### config.mk
export PLATFORM = sky130hd
export DESIGN_NAME = wgbs_front
export DESIGN_NICKNAME = d
export VERILOG_FILES = /design/src/sv/wgbs_pkg.sv /design/src/sv/wgbs_front.sv
export SDC_FILE = /design/constraint.sdc
export NUM_CORES = 1
export LEC_CHECK = 0
export BUFFER_PORTS_ARGS = -buffer_cell sky130_fd_sc_hd__buf_2
export CORE_MARGIN = 3
export CORE_UTILIZATION = 49
export DETAILED_ROUTE_END_ITERATION = 8
export PLACE_DENSITY = 0.91
export RECOVER_POWER = 50
export SKIP_LAST_GASP = 1
export SLEW_MARGIN = 20
export SYNTH_ARGS = -nofsm -noshare
export SYNTH_HDL_FRONTEND = slang
export SYNTH_SLANG_ARGS = --single-unit
### constraint.sdc
create_clock -name vclk -period 9.5
set_input_delay 0.95 -clock vclk [all_inputs]
set_output_delay 0.95 -clock vclk [all_outputs]
set_load 0.1 [all_outputs]
### src/sv/wgbs_pkg.sv
// Package with the constants, types and arithmetic shared by the wind grid sampler.
`default_nettype none

package wgbs_pkg;

    localparam int GRID_ROWS = 181;
    localparam int GRID_COLS = 360;
    localparam int FRAC_BITS = 8;
    localparam int POS_FRAC = 8;

    localparam int VAL_W = 16;
    localparam int ROW_W = 8;
    localparam int COL_W = 9;
    localparam int LAT_W = 16;
    localparam int LON_W = 18;
    localparam int FRAC_W = FRAC_BITS + 1;
    localparam int WORD_W = 2 * VAL_W;

    localparam int LAT_90 = 90 * (1 << POS_FRAC);
    localparam int LON_360 = 360 * (1 << POS_FRAC);

    localparam logic signed [LAT_W-1:0] LAT_HI = LAT_W'(LAT_90);
    localparam logic signed [LAT_W-1:0] LAT_LO = LAT_W'(-LAT_90);
    localparam logic signed [LON_W:0] LON_FULL = (LON_W + 1)'(LON_360);

    localparam int HALF_COLS = GRID_COLS / 2;
    localparam int BANK_ROWS = (GRID_ROWS + 1) / 2;
    localparam int BANK_DEPTH = BANK_ROWS * HALF_COLS;
    localparam int BANK_AW = $clog2(BANK_DEPTH);
    localparam int NUM_BANKS = 4;

    localparam int QUEUE_DEPTH = 4;
    localparam int QPTR_W = $clog2(QUEUE_DEPTH);
    localparam int QCNT_W = $clog2(QUEUE_DEPTH + 1);

    typedef enum logic {
        OP_WRITE  = 1'b0,
        OP_SAMPLE = 1'b1
    } wgbs_op_t;

    typedef struct packed {
        logic               is_write;
        logic [ROW_W-1:0]   row;
        logic [COL_W-1:0]   col;
        logic [COL_W-1:0]   col1;
        logic [FRAC_W-1:0]  frac_x;
        logic [FRAC_W-1:0]  frac_y;
        logic [VAL_W-1:0]   east;
        logic [VAL_W-1:0]   north;
    } wgbs_entry_t;

    function automatic logic signed [VAL_W-1:0] lerp(
        input logic signed [VAL_W-1:0] a,
        input logic signed [VAL_W-1:0] b,
        input logic [FRAC_W-1:0]       f
    );
        logic signed [VAL_W:0]          diff;
        logic signed [VAL_W+FRAC_W+1:0] prod;
        logic signed [VAL_W+FRAC_W+1:0] step;
        diff = $signed({b[VAL_W-1], b}) - $signed({a[VAL_W-1], a});
        prod = diff * $signed({1'b0, f});
        step = prod >>> FRAC_BITS;
        return a + $signed(step[VAL_W-1:0]);
    endfunction

endpackage

`default_nettype wire

### src/sv/wgbs_front.sv
// Front end: classifies each item and maps sample positions to grid indices and fractions.
`default_nettype none

module wgbs_front (
    input  wire logic                                opcode,
    input  wire logic [wgbs_pkg::ROW_W-1:0]          cell_row,
    input  wire logic [wgbs_pkg::COL_W-1:0]          cell_col,
    input  wire logic signed [wgbs_pkg::VAL_W-1:0]   east_value,
    input  wire logic signed [wgbs_pkg::VAL_W-1:0]   north_value,
    input  wire logic signed [wgbs_pkg::LAT_W-1:0]   latitude,
    input  wire logic signed [wgbs_pkg::LON_W-1:0]   longitude,
    output logic                                     keep,
    output wgbs_pkg::wgbs_entry_t                    entry
);

    function automatic logic [wgbs_pkg::FRAC_W-1:0] frac_scale(
        input logic [wgbs_pkg::POS_FRAC-1:0] f8
    );
        logic [wgbs_pkg::POS_FRAC+wgbs_pkg::FRAC_BITS-1:0] wide;
        wide = {f8, {wgbs_pkg::FRAC_BITS{1'b0}}} >> wgbs_pkg::POS_FRAC;
        return wgbs_pkg::FRAC_W'(wide);
    endfunction

    logic signed [wgbs_pkg::LAT_W-1:0] lat_c;
    logic signed [wgbs_pkg::LAT_W:0]   gy_s;
    logic [wgbs_pkg::LAT_W-1:0]        gy;
    logic [wgbs_pkg::ROW_W-1:0]        y0_raw;
    logic [wgbs_pkg::ROW_W-1:0]        y0;
    logic [wgbs_pkg::FRAC_W-1:0]       fy;
    logic signed [wgbs_pkg::LON_W:0]   lon0;
    logic signed [wgbs_pkg::LON_W:0]   lon1;
    logic signed [wgbs_pkg::LON_W:0]   lon2;
    logic signed [wgbs_pkg::LON_W:0]   lon3;
    logic [wgbs_pkg::COL_W-1:0]        x0_raw;
    logic [wgbs_pkg::COL_W-1:0]        x0;
    logic [wgbs_pkg::COL_W-1:0]        x1;
    logic                              is_sample;
    logic                              in_grid;

    always_comb
    begin
        if (latitude > wgbs_pkg::LAT_HI)
        begin
            lat_c = wgbs_pkg::LAT_HI;
        end
        else if (latitude < wgbs_pkg::LAT_LO)
        begin
            lat_c = wgbs_pkg::LAT_LO;
        end
        else
        begin
            lat_c = latitude;
        end
        gy_s = $signed({wgbs_pkg::LAT_HI[wgbs_pkg::LAT_W-1], wgbs_pkg::LAT_HI})
             - $signed({lat_c[wgbs_pkg::LAT_W-1], lat_c});
        gy = gy_s[wgbs_pkg::LAT_W-1:0];
        y0_raw = wgbs_pkg::ROW_W'(gy >> wgbs_pkg::POS_FRAC);
        if (y0_raw >= wgbs_pkg::ROW_W'(wgbs_pkg::GRID_ROWS - 1))
        begin
            y0 = wgbs_pkg::ROW_W'(wgbs_pkg::GRID_ROWS - 2);
            fy = wgbs_pkg::FRAC_W'(1 << wgbs_pkg::FRAC_BITS);
        end
        else
        begin
            y0 = y0_raw;
            fy = frac_scale(gy[wgbs_pkg::POS_FRAC-1:0]);
        end
    end

    always_comb
    begin
        lon0 = (wgbs_pkg::LON_W + 1)'(longitude);
        lon1 = lon0[wgbs_pkg::LON_W] ? lon0 + wgbs_pkg::LON_FULL : lon0;
        lon2 = lon1[wgbs_pkg::LON_W] ? lon1 + wgbs_pkg::LON_FULL : lon1;
        lon3 = (lon2 >= wgbs_pkg::LON_FULL) ? lon2 - wgbs_pkg::LON_FULL : lon2;
        x0_raw = wgbs_pkg::COL_W'(lon3 >> wgbs_pkg::POS_FRAC);
        if (x0_raw >= wgbs_pkg::COL_W'(wgbs_pkg::GRID_COLS))
        begin
            x0 = x0_raw - wgbs_pkg::COL_W'(wgbs_pkg::GRID_COLS);
        end
        else
        begin
            x0 = x0_raw;
        end
        if (x0 == wgbs_pkg::COL_W'(wgbs_pkg::GRID_COLS - 1))
        begin
            x1 = '0;
        end
        else
        begin
            x1 = x0 + wgbs_pkg::COL_W'(1);
        end
    end

    always_comb
    begin
        is_sample = (opcode == wgbs_pkg::OP_SAMPLE);
        in_grid = (cell_row < wgbs_pkg::ROW_W'(wgbs_pkg::GRID_ROWS))
                && (cell_col < wgbs_pkg::COL_W'(wgbs_pkg::GRID_COLS));
        keep = is_sample || in_grid;
        entry.is_write = !is_sample;
        entry.east = east_value;
        entry.north = north_value;
        if (is_sample)
        begin
            entry.row = y0;
            entry.col = x0;
            entry.col1 = x1;
            entry.frac_x = frac_scale(lon3[wgbs_pkg::POS_FRAC-1:0]);
            entry.frac_y = fy;
        end
        else
        begin
            entry.row = cell_row;
            entry.col = cell_col;
            entry.col1 = cell_col;
            entry.frac_x = '0;
            entry.frac_y = '0;
        end
    end

endmodule

`default_nettype wire

Word-level counts from Yosys, hierarchy flattened
Index checks and enable logic that the tools add are counted.
{"block": "word_totals", "register_bits": 0, "input_bits": 84}
{"block": "classes", "add_sub_neg": 6, "n_lt_le_gt_ge": 7, "eq_ne": 1, "n_mux": 10, "n_reduce_logical": 3}
{"op": "two-way mux 44 bit", "count": 1}
{"op": "two-way mux 19 bit", "count": 2}
{"op": "two-way mux 16 bit", "count": 2}
{"op": "two-way mux 9 bit", "count": 3}
{"op": "adder 18 x 18 -> 19 bit (second input constant)", "count": 1}
{"op": "adder 19 x 18 -> 19 bit (second input constant)", "count": 1}
{"op": "greater-or-equal comparator 19 x 18 -> 1 bit (second input constant)", "count": 1}
{"op": "two-way mux 17 bit", "count": 1}
{"op": "subtractor 17 bit (second input constant)", "count": 1}
{"op": "> comparator 16 bit (second input constant)", "count": 1}
{"op": "less-than comparator 16 bit (second input constant)", "count": 1}
{"op": "subtractor 16 bit (first input constant)", "count": 1}
{"op": "adder 9 x 1 -> 9 bit (second input constant)", "count": 1}
{"op": "equality test 9 bit (second input constant)", "count": 1}
{"op": "greater-or-equal comparator 9 bit (second input constant)", "count": 1}
{"op": "less-than comparator 9 bit (second input constant)", "count": 1}
{"op": "subtractor 9 bit (second input constant)", "count": 1}
{"op": "greater-or-equal comparator 8 bit (second input constant)", "count": 1}
{"op": "less-than comparator 8 bit (second input constant)", "count": 1}
{"op": "two-way mux 8 bit", "count": 1}
{"op": "logical AND 1 bit", "count": 1}
{"op": "zero test 1 bit", "count": 1}
{"op": "logical OR 1 bit", "count": 1}

Logic depth before layout (Yosys ltp)
{"block": "logic_depth", "ltp_word": 11, "ltp_mapped": 17, "depth_no_buf": 17}

Least setup slack after synthesis
Ideal clock, no wire load.
{"block": "synth_timing", "path_type": "input to output", "from": "input port longitude[11] in the netlist's numbering", "to": "output port entry[55] in the netlist's numbering", "t_arrival_ns": 7.586, "setup_slack_ns": 0.964, "stages": 14, "cell_sequence": "ha_1 -> mux2_2 -> ha_1 -> mux2_2 -> inv_1 -> ha_1 -> o31a_1 -> nor4_1 -> nor3_1 -> ha_1 -> a21oi_1 -> mux2_2 -> o32a_1 -> o311ai_0"}
{"item": "start, declared", "line_no": "wgbs_front.sv:11", "text": "input wire logic signed [wgbs_pkg::LON_W-1:0] longitude,"}
{"item": "end, declared", "line_no": "wgbs_front.sv:13", "text": "output wgbs_pkg::wgbs_entry_t entry"}

==> qor.csv <==
metric;value;unit
outcome;finished clean;
Setup crit start kind;input port;
final core utilization;56.8;%
setup ws final;2.82;ns
CP most frequent cell;ha_1;
routed len/inst;15.2;um
PortBufs;97;
critical path class;in -> out;
hold crit path type;in -> out;
fin area;2770;um2
RSZ-0062 raised after global routing;false;
Worst slew margin;2.97;%
Placement Cell Area;2780;um2
diodes inserted;0;
crit path DAT;5.73;ns
VDD IR-drop max;96.2;uV
DP Wirelength;6.18;mm
Die ar.;6100;um2
number of global-route vias before repair;2798;
mapped cell area;2550;um2
Worst Max-Slew Pin Slew;1.46;ns
initial antenna violation count;0;
CLK BUF;0;
CP max stage delay;0.58;ns
fin. max-slew vios;0;
layout cells sized above 1;28.0;%
Rows;25;
Post-Syn Nets;471;
Critical-path top delay cell;nor3_1;
sequential cell area;0;um2
postcts setup bufs;0;
Final #Nets;523;
pin count of the biggest net entering global routing;35;
Max-Cap Viols;0;
power per cell area;129;nW/um2
post-synthesis sequential area ratio;0;%
GPL Wtd Cong;0.982;
CORE AREA;4880;um2
f_max;150;MHz
DR vias/cell;6.17;
drc violations;0;
chip width;78.1;um
post-route antenna net violation count;0;
first-pass GRT wire length;12.3;mm
overall routing resource usage;23.2;%
CP max FO;8;
seq_cells;0;
Final Hold Viols;0;
Die Height;78.1;um
CP bufs+invs;3;
Tmin final;6.68;ns
Initial Util;52.2;%
Pre-Repair DR Iteration Count;6;
Routed WL;7.55;mm
GRT Residual Overflow;0;
Cells after DPL;496;
Tcrit/Tclk final;70.3;%
initial DRC count;214;
setup violators final;0;
CP top delay family;simple AND/OR/NAND/NOR gates;
setup_tns;0;ns
synth warn;0;
area delta synth->final;8.85;%
Static Leakage;1.23;nW
Crit. End Element;output pin;
Tot Pwr;357;uW
Distinct cells, synth;73;
cts hold-fix bufs;0;
IO Count;162;
worst slack, placed;2.86;ns
syn_area_per_cell;6.72;um2
cell count after synthesis;379;
Finished Layout Cells;496;
Post-CTS Resized;0;
vias post-DR;3059;
Hold Slack;1.90;ns
WP data required;8.55;ns
cells along the critical path;buf_2 > ha_1 > mux2_2 > ha_1 > mux2_2 > inv_1 > ha_1 > o31a_1 > nor4_1 > nor3_1 > ha_1 > a21oi_1 > mux2_2 > o32a_1 > or4b_1 > o211ai_1 > buf_2;
-- synthesized netlist by cell type (4+ instances only) --
cell type / n / area (um2)
nor4_1: 7 / 43.8
o31a_1: 4 / 35.0
o21ai_0: 31 / 155
a21o_1: 4 / 30.0
nor3_1: 7 / 35.0
nand2_1: 34 / 128
o21a_1: 5 / 37.5
or4_1: 4 / 30.0
nand4_1: 5 / 31.3
mux2i_1: 5 / 50.1
clkbuf_1: 7 / 26.3
and2_1: 13 / 81.3
nor2b_1: 6 / 37.5
and3_1: 4 / 25.0
inv_1: 19 / 71.3
o31ai_1: 7 / 52.6
a211oi_1: 6 / 45.0
buf_4: 34 / 255
nor2_1: 42 / 158
mux2_2: 9 / 101
o2111ai_1: 4 / 35.0
o211ai_1: 4 / 30.0
a21oi_1: 18 / 90.1
xor2_1: 9 / 78.8
xnor2_1: 10 / 87.6
a31oi_1: 8 / 50.1
ha_1: 8 / 100
nand3_1: 8 / 40.0
-- routing by layer --
| layer | up-vias | routed length, um | GRT usage (%) |
|---|---|---|---|
| li1 | 1474 | - | - |
| met1 | 1412 | 2930 | 28.6 |
| met2 | 145 | 3850 | 43.5 |
| met3 | 28 | 577 | 1.61 |
| met4 | 0 | 182 | 5.07 |
| met5 | - | 0 | 0 |
-- path summary, 6_finish.rpt --
| kind | startpoint | to | slack, ns | depth (start not counted) |
|---|---|---|---|---|
| min | north_value[12] | entry[12] | 1.90 | 0 |
| max | longitude[11] | entry[57] | 2.82 | 17 |
-- area by class of cell --
| type | instances | area, um2 |
|---|---|---|
| fill | 513 | 2110 |
| multi-input combinational | 313 | 2140 |
| tap | 67 | 83.8 |
| inverter | 19 | 71.3 |
| timing repair buffer | 97 | 478 |
-- power by group --
group	switching (mW)	total, mW	internal (mW)
Sequential	0	0	0
Combinational	0.269	0.357	0.0875
Clock	0	0	0
Total	0.269	0.357	0.0875
-- cells in the final DEF, fill, tap and decap left out, types with 2 or more instances in the layout --
cell       netlist  layout
o21a_1           5       5
buf_2            2      91
a31oi_1          8       8
a211o_1          2       2
o211ai_1         4       4
nor4_1           7       7
nor3_1           7       7
mux2i_1          5       5
nor2_1          42      42
or2_2            3       3
a21oi_1         18      18
o41a_4           2       2
nand2_1         34      34
or3_1            3       3
a21o_1           4       4
nand4_1          5       5
o2bb2ai_1        3       3
inv_1           19      19
o2111ai_1        4       4
nor2b_1          6       6
o21ai_0         31      31
and4_1           2       2
and3_1           4       4
a211oi_1         6       6
ha_1             8       8
and2_1          13      13
o31ai_1          7       7
xor2_1           9       9
xnor2_1         10      10
or4_1            4       4
o31a_1           4       4
mux2_2           9       9
nand3_1          8       8
clkbuf_1         7       6
or4b_1           2       2
-- cell families after synthesis --
family                   count (synthesis)  synth area share (%)
AND/OR/NAND/NOR                        149                  30.2
AO/OA/AOI/OAI                          120                  35.4
buffers and inverters                   66                  16.0
XOR/XNOR                                21                  8.35
multiplexers                            14                  5.95
adder cells (fa/ha/maj)                  8                  3.93
other                                    1                 0.147
No activity file was read; power rests on OpenSTA's default activity.
