==> src/sv/wgbs_pkg.sv <==
// Package with the constants, types and arithmetic shared by the wind grid sampler.
`default_nettype none

package wgbs_pkg;

    localparam int GRID_ROWS = 181;
    localparam int GRID_COLS = 360;
    localparam int FRAC_BITS = 8;
    localparam int POS_FRAC = 8;

    localparam int VAL_W = 16;
    localparam int ROW_W = 8;
    localparam int COL_W = 9;
    localparam int LAT_W = 16;
    localparam int LON_W = 18;
    localparam int FRAC_W = FRAC_BITS + 1;
    localparam int WORD_W = 2 * VAL_W;

    localparam int LAT_90 = 90 * (1 << POS_FRAC);
    localparam int LON_360 = 360 * (1 << POS_FRAC);

    localparam logic signed [LAT_W-1:0] LAT_HI = LAT_W'(LAT_90);
    localparam logic signed [LAT_W-1:0] LAT_LO = LAT_W'(-LAT_90);
    localparam logic signed [LON_W:0] LON_FULL = (LON_W + 1)'(LON_360);

    localparam int HALF_COLS = GRID_COLS / 2;
    localparam int BANK_ROWS = (GRID_ROWS + 1) / 2;
    localparam int BANK_DEPTH = BANK_ROWS * HALF_COLS;
    localparam int BANK_AW = $clog2(BANK_DEPTH);
    localparam int NUM_BANKS = 4;

    localparam int QUEUE_DEPTH = 4;
    localparam int QPTR_W = $clog2(QUEUE_DEPTH);
    localparam int QCNT_W = $clog2(QUEUE_DEPTH + 1);

    typedef enum logic {
        OP_WRITE  = 1'b0,
        OP_SAMPLE = 1'b1
    } wgbs_op_t;

    typedef struct packed {
        logic               is_write;
        logic [ROW_W-1:0]   row;
        logic [COL_W-1:0]   col;
        logic [COL_W-1:0]   col1;
        logic [FRAC_W-1:0]  frac_x;
        logic [FRAC_W-1:0]  frac_y;
        logic [VAL_W-1:0]   east;
        logic [VAL_W-1:0]   north;
    } wgbs_entry_t;

    function automatic logic signed [VAL_W-1:0] lerp(
        input logic signed [VAL_W-1:0] a,
        input logic signed [VAL_W-1:0] b,
        input logic [FRAC_W-1:0]       f
    );
        logic signed [VAL_W:0]          diff;
        logic signed [VAL_W+FRAC_W+1:0] prod;
        logic signed [VAL_W+FRAC_W+1:0] step;
        diff = $signed({b[VAL_W-1], b}) - $signed({a[VAL_W-1], a});
        prod = diff * $signed({1'b0, f});
        step = prod >>> FRAC_BITS;
        return a + $signed(step[VAL_W-1:0]);
    endfunction

endpackage

`default_nettype wire

==> src/sv/wgbs_queue.sv <==
// Short queue of classified items between the front end and the grid pipeline.
`default_nettype none

module wgbs_queue (
    input  wire logic                  clk,
    input  wire logic                  rst_n,
    input  wire logic                  push,
    input  wire wgbs_pkg::wgbs_entry_t push_entry,
    output logic                       not_full,
    input  wire logic                  pop,
    output logic                       not_empty,
    output wgbs_pkg::wgbs_entry_t      head
);

    wgbs_pkg::wgbs_entry_t              slot_reg [wgbs_pkg::QUEUE_DEPTH];
    logic [wgbs_pkg::QPTR_W-1:0]        wr_ptr_reg;
    logic [wgbs_pkg::QPTR_W-1:0]        wr_ptr_next;
    logic [wgbs_pkg::QPTR_W-1:0]        rd_ptr_reg;
    logic [wgbs_pkg::QPTR_W-1:0]        rd_ptr_next;
    logic [wgbs_pkg::QCNT_W-1:0]        count_reg;
    logic [wgbs_pkg::QCNT_W-1:0]        count_next;
    logic                               do_push;
    logic                               do_pop;

    always_comb
    begin
        not_full = (count_reg != wgbs_pkg::QCNT_W'(wgbs_pkg::QUEUE_DEPTH));
        not_empty = (count_reg != '0);
        do_push = push && not_full;
        do_pop = pop && not_empty;
        wr_ptr_next = do_push ? wr_ptr_reg + wgbs_pkg::QPTR_W'(1) : wr_ptr_reg;
        rd_ptr_next = do_pop ? rd_ptr_reg + wgbs_pkg::QPTR_W'(1) : rd_ptr_reg;
        count_next = count_reg;
        if (do_push && !do_pop)
        begin
            count_next = count_reg + wgbs_pkg::QCNT_W'(1);
        end
        else if (do_pop && !do_push)
        begin
            count_next = count_reg - wgbs_pkg::QCNT_W'(1);
        end
        head = slot_reg[rd_ptr_reg];
    end

    always_ff @(posedge clk or negedge rst_n)
    begin
        if (!rst_n)
        begin
            wr_ptr_reg <= '0;
            rd_ptr_reg <= '0;
            count_reg <= '0;
        end
        else
        begin
            wr_ptr_reg <= wr_ptr_next;
            rd_ptr_reg <= rd_ptr_next;
            count_reg <= count_next;
        end
    end

    always_ff @(posedge clk)
    begin
        if (do_push)
        begin
            slot_reg[wr_ptr_reg] <= push_entry;
        end
    end

endmodule

`default_nettype wire

==> config.mk <==
export PLATFORM = sky130hd
export DESIGN_NAME = wgbs_queue
export DESIGN_NICKNAME = d
export VERILOG_FILES = /design/src/sv/wgbs_pkg.sv /design/src/sv/wgbs_queue.sv
export SDC_FILE = /design/constraint.sdc
export NUM_CORES = 1
export LEC_CHECK = 0
export BUFFER_PORTS_ARGS = -buffer_cell sky130_fd_sc_hd__buf_2
export CAP_MARGIN = 5
export CORE_AREA = 2 2 146 148
export CTS_CLUSTER_SIZE = 30
export DETAILED_ROUTE_END_ITERATION = 7
export DIE_AREA = 0 0 148 150
export PLACE_DENSITY_LB_ADDON = 0.05
export SETUP_SLACK_MARGIN = 0.5
export SLEW_MARGIN = 20
export SYNTH_ARGS = -nofsm -noshare
export SYNTH_HDL_FRONTEND = slang
export SYNTH_SLANG_ARGS = --single-unit
==> constraint.sdc <==
create_clock -name clk -period 4.11 [get_ports clk]
set_input_delay 1.0275 -clock clk [delete_from_list [all_inputs] [get_ports clk]]
set_output_delay 1.0275 -clock clk [all_outputs]
set_load 0.02 [all_outputs]
==> Yosys cells after proc, flatten, opt, wreduce, memory -nomap -nowiden <==
Memory sizes are Yosys's and may differ from the RTL's.
Cells that the tools add are included.
{ "totals": {"word_cells": 21, "mem_bits_rw": 308, "output_inout_bits": 79, "input_bits": 81, "rom_bits": 0, "n_memories": 1, "regBits": 7, "latchBits": 0} }
{ "op_classes": {"n_reduce_logical": 8, "bitwise_logic": 0, "mux": 4, "magnitude_cmp": 0, "n_addsub": 4, "shift": 0, "multipliers": 0, "div": 0, "n_eq_ne": 1} }
{ "memory_table": {"columns": ["memory", "words", "word_bits", "rd", "rd_ports_with_merged_regs", "write_ports", "line", "source"], "rows": [
  ["slot_reg", 4, 77, 1, 0, 1, "wgbs_queue.sv:15", "wgbs_pkg::wgbs_entry_t slot_reg [wgbs_pkg::QUEUE_DEPTH];"]
]} }
{ "ops": {"columns": ["operator", "n"], "rows": [
  ["3-bit two-way mux", 2],
  ["2-bit by 1-bit adder with 2-bit output, second input constant", 2],
  ["1-bit logical AND", 4],
  ["3-bit by 1-bit adder with 3-bit output, second input constant", 1],
  ["3-bit inequality test, second input constant", 1],
  ["3-bit nonzero test", 1],
  ["3-bit by 1-bit subtractor with 3-bit output, second input constant", 1],
  ["1-bit zero test", 2],
  ["1-bit two-way mux", 2],
  ["2-bit nonzero test", 1]
]} }

==> Depth between registers and ports, before layout <==
Gate-level depths: netlist of run 1.
{ "logic_depth": {"word_depth": 6, "depth_mapped": 8, "depth_no_buf": 8} }

==> Worst setup path after synthesis of run 1 <==
Ideal clock, no wire load.
{ "synth_path": {"path_kind": "in2reg", "from": "input port push", "to": "memory slot_reg[0][0] in the netlist's numbering (enable)", "setup_slack_ps": 536, "t_arrival_ps": 3130, "required_time_ps": 3666, "cell_stages": 2, "setup_time_ps": 444, "n_path_buf": 0, "cell_sequence": "a21boi_2 and2_1"} }
{ "synth_via": {"elab_chain_cells": 3} }
{ "synth_rtl": {"columns": ["item", "line", "source"], "rows": [
  ["start, declared", "wgbs_queue.sv:7", "input wire logic push,"],
  ["1-bit logical AND", "wgbs_queue.sv:29", "do_push = push && not_full;"],
  ["1-bit two-way mux", "wgbs_queue.sv:63", "if (do_push)"],
  ["1-bit two-way mux (implied by the code)", "wgbs_queue.sv:65", "slot_reg[wr_ptr_reg] <= push_entry;"],
  ["end, declared", "wgbs_queue.sv:15", null]
]} }
No other way between the ends.

==> reports/metrics.yaml, run 1 <==
start_util_pct: 55.7
drt-vias-per-instance: 5.51
critPathRequiredTime_ns: 3.08
cts_inserted_buffers: 31
grt_pass1_vias: 5499
routed-via-count: 5066
syn_area_sq_um: 11500
placed_cell_area_sq_um: 12700
p_leak_nw: 4.69
grt_pass1_wl_mm: 30.6
wl_per_cell_um: 21.5
ys_types: 20
worstPathCellList: "buf_4, mux4_2, buf_2"
port_buffers: 159
place_ws_ns: 1.20
setup_viol: 0
synthTopCellsByArea: "edfxtp_1 80%, mux4_2 15%, dfrtp_1 1.5%"
cts.clk_slew.worst_paths_ns: 0.06
netlist_instances: 438
drtAntennaViolNets: 0
cp_slowest_cell: "mux4_2"
cts.htree.levels: 1
setup_slack_ns: 0.710
r2r-end: "slot_reg[0][1]$_DFFE_PP_"
synthFlopType: "edfxtp_1"
cts_setup_buffers: 0
synth.most_common_cell: "edfxtp_1"
grt_max_degree: 43
clock.fmax_mhz: 294
die_h_um: 150
ys_seq_area_share_pct: 81.8
dieArea_sq_um: 22200
cp.arrival_ns: 2.37
rsz0062_at_grt: "false"
cts_tree: "yes"
status: "finished, final reports clean"
tightestPinTransition_ns: 0.736
clock-skew-final_ns: 0.00640
hold_slack_ns: 0.314
timing.final.hold_violations: 0
r2r.worst_path.cells: 4
crit_path_end: "head[31]"
yosys.area.top_type: "edfxtp_1"
synth_seq_cells: 315
post-route-drc-count: 0
drt_first_pass_iters: 6
grt_overflow: 0
die_w_um: 148
slew_headroom_pct: 50.9
antenna_found_initial: 2
total_power_mw: 10.4
clockRootBuffer: "clkbuf_16"
cts_sinks: 315
dp.cells: 861
hold_buffers: 0
clk_latency_ns: 0.53
totalWireLength_mm: 19.7
fin_cells: 919
area_growth_pct: 18.9
ys_async_sr_fraction_pct: 2.22
clk_path_buf_depth: 3
power_density_nw_per_um2: 761
finalNetCount: 706
rows: 53
synth_nets: 525
synth_commonest_cells: "308 x edfxtp_1, 77 x mux4_2, 7 x buf_2, 7 x dfrtp_1, 5 x ha_1"
core_sq_um: 20700
reg2reg_from: "count_reg[0]$_DFFE_PN0P_"
startpoint: "rd_ptr_reg[0]$_DFFE_PN0P_"
slew_viol_final: 0
crit_path_max_fanout: 37
reg2reg_setup_slack_ns: 1.94
finalCritPeriodShare_pct: 82.7
period_minus_slack_ns: 3.40
peakVddDrop_uv: 489
syn_area_per_cell_sq_um: 26.3
largest_reg_flops: 308
final_layout_size_suffix_gt1_share_pct: 45.9
synth_edf_count: 308
hold_path_class: "primary input to async pin"
drt_iter0_drc: 304
worst_setup_path_end_kind: "primary output"
ys_warn_count: 0
tns_ns: 0
startpoint_type: "flip-flop"
pin_count: 160
fin_area_sq_um: 13700
gp_congestion: 0.720
grt_usage_pct: 18.3
post-route-util_pct: 66.2
cp_slowest_stage_delay_ns: 0.62
hpwl_mm: 11.8
yosysTopAreaCellShare_pct: 80.3
cts.repair.resized: 0
path_class: "flip-flop to primary output"
cap_violations: 0
==> how the worst min path moves through the flow <==
stage	startpoint	to	slack [ns]
detailed placement	count_reg[2]$_DFFE_PN0P_	count_reg[2]$_DFFE_PN0P_	0.56
CTS	rst_n	rd_ptr_reg[0]$_DFFE_PN0P_	0.29
finish	rst_n	count_reg[1]$_DFFE_PN0P_	0.31
global route	rst_n	count_reg[2]$_DFFE_PN0P_	0.30
floorplan	count_reg[2]$_DFFE_PN0P_	count_reg[2]$_DFFE_PN0P_	0.49
global placement	count_reg[2]$_DFFE_PN0P_	count_reg[2]$_DFFE_PN0P_	0.51
==> cell type report <==
class,count,area [sq um]
Fill cell,1358,6990
Timing Repair Buffer,166,923
Inverter,3,11.3
Antenna cell,1,2.50
Sequential cell,315,9430
Multi-Input combinational cell,102,1960
Clock buffer,37,798
Clock inverter,20,221
Tap cell,275,344
==> report_power, final <==
part	switching, mW	leakage, nW	internal, mW	total, mW
clock	1.07	0.497	1.69	2.76
combinational	1.85	1.29	1.32	3.18
sequential	0.238	2.90	4.25	4.49
==> logic make-up (layout without fill, tap and decap cells) <==
family                     Yosys count  after routing  share of synthesized area (%)
AOI/OAI and AO/OA                    1              1                         0.0977
xor gates and xnor gates             6              6                          0.456
adders and majority gates            6              6                          0.717
buffers and inverters               21            226                           1.24
DFF                                315            315                           81.8
muxes                               79             79                           15.2
other                                0              1                              0
and+or+nand+nor                     10             10                          0.445
==> cell usage in the layout, fill, tap and decap left out <==
master / n
edfxtp_1: 308
inv_6: 1
dfrtp_4: 2
and2_4: 4
inv_1: 3
fa_1: 1
diode_2: 1
xnor2_1: 4
nand3_1: 1
a21boi_2: 1
buf_4: 1
clkinv_1: 8
bufinv_16: 5
clkinv_2: 5
clkbuf_16: 31
mux4_2: 77
ha_1: 5
xor2_1: 2
buf_2: 159
buf_12: 6
dfrtp_1: 5
mux2_2: 2
or3_1: 1
clkbuf_1: 6
clkinvlp_4: 1
nor2_1: 2
nand2_1: 2
==> critical path: cells and delay by family, from the launching register on <==
family	cells	cell delay, ns
muxes	1	0.62
DFF	1	0.42
buffers and inverters	2	0.75
==> routing by layer <==
layer	global-route usage, %	wire length [um]	vias to the layer above
li1	-	-	2256
met1	24.0	8160	2636
met2	31.2	10000	146
met3	4.39	1230	26
met4	4.76	311	2
met5	0	7	-
No activity file was read; power rests on OpenSTA's default activity.
==> run 2: changes to the inputs <==
Clock period 4.11 ns to 3.4 ns, I/O delays scaled along.
==> reports/metrics.yaml, run 2 (synthesized netlist as in run 1, its figures left out) <==
crit_path_max_fanout: 10  # was 37
rsz0062_at_grt: "true"  # was false
gr-usage-met3_pct: 4.05  # was 4.39%
post-route-util_pct: 67.6  # was 66.2%
gp_congestion: 0.687  # was 0.720
fill_cells: 1358  # unchanged
start_util_pct: 55.7  # unchanged
worst_setup_path_end_kind: "primary output"  # unchanged
dieArea_sq_um: 22200  # unchanged
die_h_um: 150  # unchanged
mostFrequentLayoutCells: "308 x edfxtp_1, 159 x buf_2, 77 x mux4_2, 34 x clkbuf_16, 18 x buf_4"  # was 308 x edfxtp_1, 159 x buf_2, 77 x mux4_2, 31 x clkbuf_16, 8 x clkinv_1
drtAntennaViolNets: 0  # unchanged
finalCritPeriodShare_pct: 84.1
power_density_nw_per_um2: 927  # was 761 nW/um^2
p_leak_nw: 4.85  # was 4.69 nW
grt_usage_pct: 18.9  # was 18.3%
area_growth_pct: 21.3  # was 18.9%
hold_path_class: "primary input to async pin"  # unchanged
grt_busiest_layer: "met2"  # unchanged
period_minus_slack_ns: 2.86
cp.arrival_ns: 2.01  # was 2.37 ns
critPathRequiredTime_ns: 2.55  # was 3.08 ns
cts.htree.levels: 1  # unchanged
largest_reg_flops: 308  # unchanged
drt_iter0_drc: 330  # was 304
cts.clk_slew.worst_paths_ns: 0.06  # about the same
grt_pass1_vias: 5571  # was 5,499
slew_viol_final: 0  # unchanged
cap_violations: 0  # unchanged
grt_max_degree: 36  # was 43
clk_path_buf_depth: 3  # unchanged
rows: 53  # unchanged
fin_cells: 944  # was 919
wl_per_cell_um: 22.3  # was 21.5 um
core_sq_um: 20700  # unchanged
clock-skew-final_ns: 0.00746  # was 0.00640 ns
finalNetCount: 732  # was 706
cts_tree: "yes"  # unchanged
path_class: "flip-flop to primary output"  # unchanged
clk_latency_ns: 0.53  # about the same
grt_overflow: 0  # unchanged
clock.fmax_mhz: 350
totalWireLength_mm: 21.1  # was 19.7 mm
antenna_found_initial: 2  # unchanged
grt_util_met1_pct: 26.3  # was 24.0%
post-route-drc-count: 0  # unchanged
hpwl_mm: 12.7  # was 11.8 mm
peakVddDrop_uv: 585  # was 489 uV
die_w_um: 148  # unchanged
tns_ns: 0  # unchanged
drt-vias-per-instance: 5.52  # was 5.51
final_common_cell: "edfxtp_1"  # unchanged
slew_headroom_pct: 66.8  # was 50.9%
final_layout_size_suffix_gt1_share_pct: 48.3  # was 45.9%
dp.cells: 873  # was 861
startpoint_type: "flip-flop"  # unchanged
pin_count: 160  # unchanged
status: "finished, final reports clean"  # unchanged
clockRootBuffer: "clkbuf_16"  # unchanged
cts_inserted_buffers: 31  # unchanged
use_met2_pct: 31.4  # was 31.2%
port_buffers: 159  # unchanged
timing.final.hold_violations: 0  # unchanged
setup_viol: 0  # unchanged
grt_pass1_wl_mm: 31.4  # was 30.6 mm
cts_sinks: 315  # unchanged
tightestPinTransition_ns: 0.498  # was 0.736 ns
routed-via-count: 5213  # was 5,066
drt_first_pass_iters: 4  # was 6
-- run 2: changes by cell type in the layout (fill, tap and decap cells not counted) --
| cell | previous run | this run |
|---|---|---|
| buf_4 | 1 | 18 |
| bufinv_16 | 5 | 4 |
| clkinv_1 | 8 | 3 |
| clkbuf_16 | 31 | 34 |
| clkbuf_1 | 6 | 7 |
| clkinv_2 | 5 | 7 |
| buf_16 | 0 | 2 |
| buf_12 | 6 | 7 |
| buf_6 | 0 | 3 |
| diode_2 | 1 | 3 |
-- run 2: where the power goes --
part	switching, mW	internal [mW]	total [mW]
sequential	0.223	5.14	5.36
combinational	2.41	1.90	4.31
clock	1.32	1.97	3.28
total	3.95	9.01	13.0
-- run 2: what timing repair did --
| action | 4_1_cts | 5_1_grt |
|---|---|---|
| endpoints found under the hold margin | 0 | 0 |
| setup endpoints to repair | 65 | 71 |
| gates cloned | 0 | 3 |
| buffers inserted | 4 | 7 |
| resized for setup | 1 | 3 |
| hold buffers | 0 | 0 |
-- run 2: layout make-up --
cell class	instances	area [sq um]	share of cell area [%]
flip-flops and latches	315	9430	67.5
multi-input cells	102	1960	14.1
repair buffers	192	1230	8.83
clock buffers	38	802	5.74
well taps	275	344	2.46
clock inverters	16	183	1.31
inverters	3	11.3	0.0806
diodes	3	7.51	0.0537
-- run 2: per-stage QoR --
step                power [mW]  hold slack [ns]  setup slack (ns)  cell area [sq um]
floorplan                 8.19            0.493             0.843              11500
global placement          9.48            0.509             0.789              12800
detailed placement        9.55            0.525             0.798              12800
CTS                       12.9            0.134             0.432              13800
global route              13.6            0.136             0.466              14000
finish                    13.0            0.150             0.540              14000
-- run 2: worst max-delay path: stages (launching register included) --
cell	delay, ns
dfrtp_4	0.42
buf_4	0.18
clkbuf_16	0.20
mux4_2	0.50
buf_2	0.18
-- run 2: worst paths after layout --
path | from | end | slack, ns | cells after the start
max reg2reg | count_reg[1]$_DFFE_PN0P_ | count_reg[2]$_DFFE_PN0P_ | 1.29 | 8
min reg2reg | count_reg[2]$_DFFE_PN0P_ | count_reg[2]$_DFFE_PN0P_ | 0.53 | 1
max in group asynchronous | rst_n | rd_ptr_reg[1]$_DFFE_PN0P_ | 3.06 | 1
min | rst_n | count_reg[2]$_DFFE_PN0P_ | 0.15 | 1
max | rd_ptr_reg[0]$_DFFE_PN0P_ | head[67] | 0.54 | 4
min in group clk | push_entry[47] | slot_reg[3][47]$_DFFE_PP_ | 0.53 | 1
-- run 2: metal layers --
layer | routed length [um] | up-vias
li1 | - | 2307
met1 | 8740 | 2728
met2 | 10700 | 152
met3 | 1270 | 26
met4 | 327 | 0
met5 | 0 | -
